[src/psfd_pkg.sv]
`timescale 1ns / 1ps
// Package: shared types and constants of the per-source flood detector.
package psfd_pkg;

   localparam int unsigned ADDR_W   = 32;
   localparam int unsigned TIME_W   = 48;
   localparam int unsigned COUNT_W  = 20;
   localparam int unsigned SPAN_W   = 36;
   localparam int unsigned WINDOW_W = 16;
   localparam int unsigned LIMIT_W  = 36;
   localparam int unsigned CSR_IDX_W  = 8;
   localparam int unsigned CSR_DATA_W = 32;

   localparam logic [COUNT_W-1:0]  US_PER_S          = 20'd1000000;
   localparam logic [COUNT_W-1:0]  THRESHOLD_RESET   = 20'd100;
   localparam logic [LIMIT_W-1:0]  LIMIT_RESET       = 36'd1000000;

   localparam logic [CSR_IDX_W-1:0] CSR_ALERT_THRESHOLD = 8'd0;
   localparam logic [CSR_IDX_W-1:0] CSR_WINDOW_LENGTH   = 8'd1;

   typedef enum logic {
      PSFD_IDLE,
      PSFD_UPDATE
   } psfd_state_type;

   typedef struct packed {
      logic [COUNT_W-1:0] count;
      logic [TIME_W-1:0]  win_begin;
   } bucket_entry_type;

endpackage

[src/psfd_key_table.sv]
`timescale 1ns / 1ps
// Key table: register-held source keys, parallel match and slot claim.
module psfd_key_table #(
   parameter int unsigned BUCKETS = 64
) (
   input  logic                               clock,
   input  logic                               reset,
   input  logic                               lookup,
   input  logic [psfd_pkg::ADDR_W-1:0]        addr,
   output logic                               hit,
   output logic [$clog2(BUCKETS)-1:0]         slot
);
   localparam int unsigned IDX_W = $clog2(BUCKETS);
   localparam int unsigned USE_W = $clog2(BUCKETS + 1);

   logic [psfd_pkg::ADDR_W-1:0] key_ff [BUCKETS];
   logic [USE_W-1:0]            used_ff;
   logic [USE_W-1:0]            used_in;
   logic [IDX_W-1:0]            repl_ff;
   logic [IDX_W-1:0]            repl_in;
   logic [IDX_W-1:0]            hit_slot;
   logic [IDX_W-1:0]            claim_slot;
   logic                        full;

   // Keys are unique in the table, so at most one entry matches.
   always_comb begin
      hit      = 1'b0;
      hit_slot = '0;
      for (int i = 0; i < BUCKETS; i++) begin
         if ((USE_W'(i) < used_ff) && (key_ff[i] == addr)) begin
            hit      = 1'b1;
            hit_slot = hit_slot | IDX_W'(i);
         end
      end
   end

   assign full       = (used_ff == USE_W'(BUCKETS));
   assign claim_slot = full ? repl_ff : used_ff[IDX_W-1:0];
   assign slot       = hit ? hit_slot : claim_slot;

   always_comb begin
      used_in = used_ff;
      repl_in = repl_ff;
      if (lookup && !hit) begin
         if (!full) begin
            used_in = used_ff + USE_W'(1);
         end else if (repl_ff == IDX_W'(BUCKETS - 1)) begin
            repl_in = '0;
         end else begin
            repl_in = repl_ff + IDX_W'(1);
         end
      end
   end

   always_ff @(posedge clock) begin
      if (reset) begin
         used_ff <= '0;
         repl_ff <= '0;
      end else begin
         used_ff <= used_in;
         repl_ff <= repl_in;
      end
   end

   always_ff @(posedge clock) begin
      if (lookup && !hit) begin
         key_ff[claim_slot] <= addr;
      end
   end

endmodule

[config.mk]
export PLATFORM = sky130hd
export DESIGN_NAME = psfd_key_table
export DESIGN_NICKNAME = d
export VERILOG_FILES = /design/src/psfd_pkg.sv /design/src/psfd_key_table.sv
export SDC_FILE = /design/constraint.sdc
export NUM_CORES = 2
export LEC_CHECK = 0
export BUFFER_PORTS_ARGS = -buffer_cell sky130_fd_sc_hd__buf_4
export CAP_MARGIN = 40
export CORE_ASPECT_RATIO = 0.6
export CORE_MARGIN = 10
export CORE_UTILIZATION = 46
export CTS_CLUSTER_DIAMETER = 50
export CTS_CLUSTER_SIZE = 25
export DETAILED_ROUTE_END_ITERATION = 8
export PLACE_DENSITY = 0.64
export SLEW_MARGIN = 20
export SYNTH_ARGS = -nofsm -noshare
export SYNTH_HDL_FRONTEND = slang
export SYNTH_SLANG_ARGS = --single-unit
export TNS_END_PERCENT = 100
[constraint.sdc]
create_clock -name clock -period 6.5 [get_ports clock]
set_clock_uncertainty 0.1 [all_clocks]
set_input_delay 0.325 -clock clock [delete_from_list [all_inputs] [get_ports clock]]
set_output_delay 0.325 -clock clock [all_outputs]
set_load 0.02 [all_outputs]
**After elaboration in Yosys (flattened, before gate mapping)**

Memories as Yosys holds them, arrays and structs flattened.
Index checks and enable logic that the tools add are counted.

- Add/subtract/negate cells: 2
- Multiply operators: 0
- Div/mod/pow operators: 0
- Order comparisons: 64
- Eq/ne operators: 68
- Shift-type cells: 0
- Mux-type cells: 138
- Bitwise operators: 0
- Reductions and logical operators: 68

Operators with widths:

| operator | count |
|---|---|
| equality test 32 bit | 64 |
| 2-to-1 mux 6 bit | 39 |
| < comparator 6 x 7 -> 1 bit, first input constant | 32 |
| < comparator 5 x 7 -> 1 bit, first input constant | 16 |
| 2-to-1 mux 5 bit | 16 |
| 2-to-1 mux 1 bit | 67 |
| logical AND 1 bit | 65 |
| < comparator 4 x 7 -> 1 bit, first input constant | 8 |
| 2-to-1 mux 4 bit | 8 |
| < comparator 3 x 7 -> 1 bit, first input constant | 4 |
| < comparator 1 x 7 -> 1 bit, first input constant | 2 |
| < comparator 2 x 7 -> 1 bit, first input constant | 2 |
| 2-to-1 mux 7 bit | 2 |
| 2-to-1 mux 3 bit | 4 |
| adder 7 x 1 -> 7 bit, second input constant | 1 |
| equality test 7 bit, second input constant | 1 |
| adder 6 x 1 -> 6 bit, second input constant | 1 |
| equality test 6 bit, second input constant | 1 |
| 2-to-1 mux 2 bit | 2 |
| inequality test 2 bit, second input constant | 2 |
| AND reduction 2 bit | 2 |
| zero test 1 bit | 1 |

- Flip-flop bits (word level): 13
- Latch bits: 0
- RAM bits: 2048
- Memory bits (read-only): 0
- Output and inout bits: 7
- Logic and storage cells: 343
- Memories: 1

Memory list:

| name | depth | bits a word | rd ports | clocked after memory_dff | wr ports | line | text |
|---|---|---|---|---|---|---|---|
| key_ff | 64 | 32 | 64 | 0 | 1 | psfd_key_table.sv:16 | `logic [psfd_pkg::ADDR_W-1:0] key_ff [BUCKETS];` |

**Depth between registers and ports, before layout**

An unclocked memory read counts as a cell.

- Word-level depth: 72
- Depth in mapped cells: 15
- Gate-level depth less buffers: 9

**Least setup slack after synthesis**

Ideal clock, no wire load.

- Path type: in2reg
- From: in addr[11] (netlist name)
- To: mem key_ff[27][0] (netlist name) (enable)
- Library setup time: 0.461 ns
- Arrival: 4.927 ns
- Data required time: 5.939 ns
- Path slack: 1.012 ns
- Stages on the path: 14
- Path through: buf_4 buf_4 buf_4 buf_4 xor2_1 nor3b_1 and4_1 nor3b_1 nand4_1 nor3_1 nand4_1 buf_2 buf_4 nor3_1

- Word-level cells in the longest chain between the ends: 70

RTL lines:

| item | line | text |
|---|---|---|
| start, declared | psfd_key_table.sv:9 | `input logic [psfd_pkg::ADDR_W-1:0] addr,` |
| equality test 32 bit | psfd_key_table.sv:30 | `if ((USE_W'(i) < used_ff) && (key_ff[i] == addr)) begin` |
| logical AND 1 bit | psfd_key_table.sv:30 |  |
| 2-to-1 mux 1 bit (63 in a row) | psfd_key_table.sv:30 |  |
| 2-to-1 mux 1 bit (*) | psfd_key_table.sv:30 |  |
| zero test 1 bit (*) | psfd_key_table.sv:66 | `if (lookup && !hit) begin` |
| logical AND 1 bit (*) | psfd_key_table.sv:66 |  |
| 2-to-1 mux 1 bit (*) | psfd_key_table.sv:66 |  |
| 2-to-1 mux 1 bit (implied by the code) (*) | psfd_key_table.sv:67 | `key_ff[claim_slot] <= addr;` |
| end, declared | psfd_key_table.sv:16 |  |

Mark *: on every way between the ends. The rest lies on a longest branch, timed or not.

**Final worst setup path**

- From: reg used_ff[6]
- To: out slot[2]

- Word-level cells in the longest chain between the ends: 67

RTL lines:

| item | line | text |
|---|---|---|
| start, declared | psfd_key_table.sv:17 | `logic [USE_W-1:0] used_ff;` |
| start signal, assigned | psfd_key_table.sv:60 | `used_ff <= used_in;` |
| < comparator 1 x 7 -> 1 bit | psfd_key_table.sv:30 |  |
| logical AND 1 bit | psfd_key_table.sv:30 |  |
| 2-to-1 mux 1 bit (64 in a row) | psfd_key_table.sv:30 |  |
| 2-to-1 mux 6 bit (*) | psfd_key_table.sv:39 | `assign slot = hit ? hit_slot : claim_slot;` |
| end, declared | psfd_key_table.sv:11 | `output logic [$clog2(BUCKETS)-1:0] slot` |

Marks and branches as above.

==> impl_metrics.yaml <==
yosys:
  ys_types: 74
  synth_top_area_share_pct: 65.2
  yosysWarnings: 0
  ys_top_cells_by_area: "edfxtp_1, xnor2_1, xor2_1, nand4_1, nor4_1"
  synthesis.nets: 6545
  postSynth.asyncResetShare_pct: 0
  seq_area_frac_synth_pct: 65.4
  ys_ff_latch: 2061
  syn_area_per_cell_sq_um: 14.5
  synth_cells: 6507
  ys_top_cells_by_count: "edfxtp_1, xnor2_1, xor2_1"
  synth_area_sq_um: 94400
  synth_edf_count: 2048
  yosysMostFrequentCell: "edfxtp_1"
  yosysTopAreaCell: "edfxtp_1"
  synth_top_flop_cell: "edfxtp_1"
clock_network:
  clock_sinks: 2061
  root_buffer: "clkbuf_16"
  cts.path.max_buffers: 4
  htree_levels: 4
  cts_tree: "done"
  worstSkewPairLatency_ps: 850
  cts_made_buffers: 146
  cts_setup_buffers: 0
  cts.clk_slew.worst_paths_ps: 80
die:
  start_util_pct: 46.4
  num_rows: 128
  dieHeight_microns: 371
  ios: 42
  core_area_sq_um: 203000
  die_w_microns: 605
  dieArea_sq_um: 224000
sta:
  fmax_mhz: 154
  setup_viol: 0
  period_minus_slack_ps: 6480
  setup_slack_ps: 18.7
  worst_slew_pin_slew_ps: 987
  slew_headroom_pct: 33.2
  slew_viol_final: 0
  finalCritPeriodShare_pct: 99.7
  fin_tns_setup_ps: 0
  hold_viol: 0
  rsz0062_at_grt: "no"
detailed_routing:
  drt-wirelength-per-cell_microns: 32.9
  drc_errors: 0
  vias: 60804
  dr.pass1.iters: 6
  wl_met3_mm: 44.2
  highest_layer: "met5"
  drtAntennaViolNets: 0
  drt-initial-drc-count: 9659
  vias_per_cell: 6.28
  wl_mm: 319
  wl_met1_mm: 142
  dr_wl_met2_mm: 124
pwr:
  pwr-share-seq_pct: 54.8
  p_comb_share_pct: 8.1
  swShare_pct: 25.0
  switchingPower_w: 0.00667
  p_per_area_nw_per_um2: 253
  p_int_w: 0.0200
  p_leak_nw: 32.1
  ir_drop_uv: 221
  clkPwrFrac_pct: 37.1
grt:
  grt_first_pass_wirelength_mm: 446
  grtUsageTotal_pct: 27.6
  grt_start_max_net_pins: 60
  grt_pass1_vias: 56823
  grt_antenna_before_repair: 25
  overflow: 0
place:
  gp_congestion: 0.973
  placed_area_sq_um: 100000
  place_ws_ps: 855
  hpwl_mm: 213
  port_buffers: 41
  place_inst: 9379
final_layout:
  utilization_pct: 52.0
  multi_input_area_sq_um: 31300
  regArea_sq_um: 61800
  finalNetCount: 6873
  fin_cells: 9677
  stdcell_area_sq_um: 106000
  drive_above_1_share_pct: 11.4
  fillerInstances: 16861
  area_delta_synth_final_pct: 12.1
setup_path:
  cp.arrival_ps: 6060
  r2r-start: "used_ff[2]"
  required_ps: 6070
  cp-start-kind: "register"
  cp-startpoint: "used_ff[6]"
  end_kind: "output port"
  worst-setup-path-type: "register to output port"
  path_max_fanout: 30
flow_run:
  maxCapViolCount: 0
hold_path:
  worstHoldStart: "addr[14]"
  hold_class: "input pin to register"
outcome:
  status: "finished clean"
[flip-flops by register name, indices dropped and copies added, names as in the netlist]
| signal | flops |
|---|---|
| used_ff | 7 |
| key_ff | 2048 |
| repl_ff | 6 |
[cells in the final DEF (no fill, tap or decap), types with 59 or more instances in the layout]
master / count
nor3_2: 70
buf_4: 308
edfxtp_1: 2048
xor2_1: 926
nor3_1: 151
nand3_1: 161
nand4_1: 535
nor2_1: 143
clkbuf_16: 151
nor4_1: 425
xnor2_1: 1131
nand2_1: 156
or4_1: 59
[cell families after synthesis]
family	Yosys count	share of synthesized area, %
buf+inv	279	1.92
mux	13	0.146
xor+xnor	2057	19.1
flops	2061	65.4
compound gates	107	0.823
fa+ha+maj	3	0.0398
simple gates	1987	12.5
[layout make-up]
class                      count  area share [%]
clock inverter                99            1.07
clock buffer                 156            3.59
timing repair buffer         450            4.10
tap                         2730            3.23
antenna                        5          0.0118
inverter                       9          0.0319
multi-input combinational   4167            29.6
sequential                  2061            58.4
[power by group through the flow]
stage | combinational, W | clock [W] | sequential (W)
3_5_place_dp | 0.00209 | 0 | 0.0149
3_3_place_gp | 0.00208 | 0 | 0.0149
6_report | 0.00216 | 0.00992 | 0.0146
5_1_grt | 0.00225 | 0.0105 | 0.0146
2_1_floorplan | 0.00111 | 0 | 0.0149
4_1_cts | 0.00211 | 0.0100 | 0.0146
[path summary, 6_finish.rpt]
path	endpoint	slack, ps	cells past startpoint
max reg2reg	key_ff[14][15]	790	12
min	key_ff[19][14]	30	1
max	slot[2]	20	13
min reg2reg	repl_ff[5]	440	2
[worst max-delay path, stage by stage (launching register included)]
cell,delay [ps]
dfxtp_2,540
buf_4,320
nor4_4,730
buf_4,410
nand2_1,120
nand4b_1,190
or3_1,170
nand4_1,580
nor3_1,790
nand3_1,400
nor4_1,470
buf_4,200
mux2i_1,70
buf_4,170
[per-layer routing]
metal  vias up  global-route usage (%)
li1      25384                       -
met1     30929                    43.6
met2      4033                    36.8
met3       450                    8.33
met4         8                    6.02
met5         -                       0
[stage by stage]
step / power (W) / hold slack [ps]
after detailed placement: 0.0170 / 427
after global routing: 0.0274 / 10.2
after global placement: 0.0170 / 425
after floorplan: 0.0161 / 324
final: 0.0267 / 32.5
after CTS: 0.0268 / 4.69
[what timing repair did]
| action | in CTS | in global routing |
|---|---|---|
| setup endpoints to repair | 1 | 0 |
| hold endpoints to repair | 230 | 0 |
| resized for setup | 1 | 0 |
| hold buffers | 32 | 0 |
No activity file was read; power rests on OpenSTA's default activity.
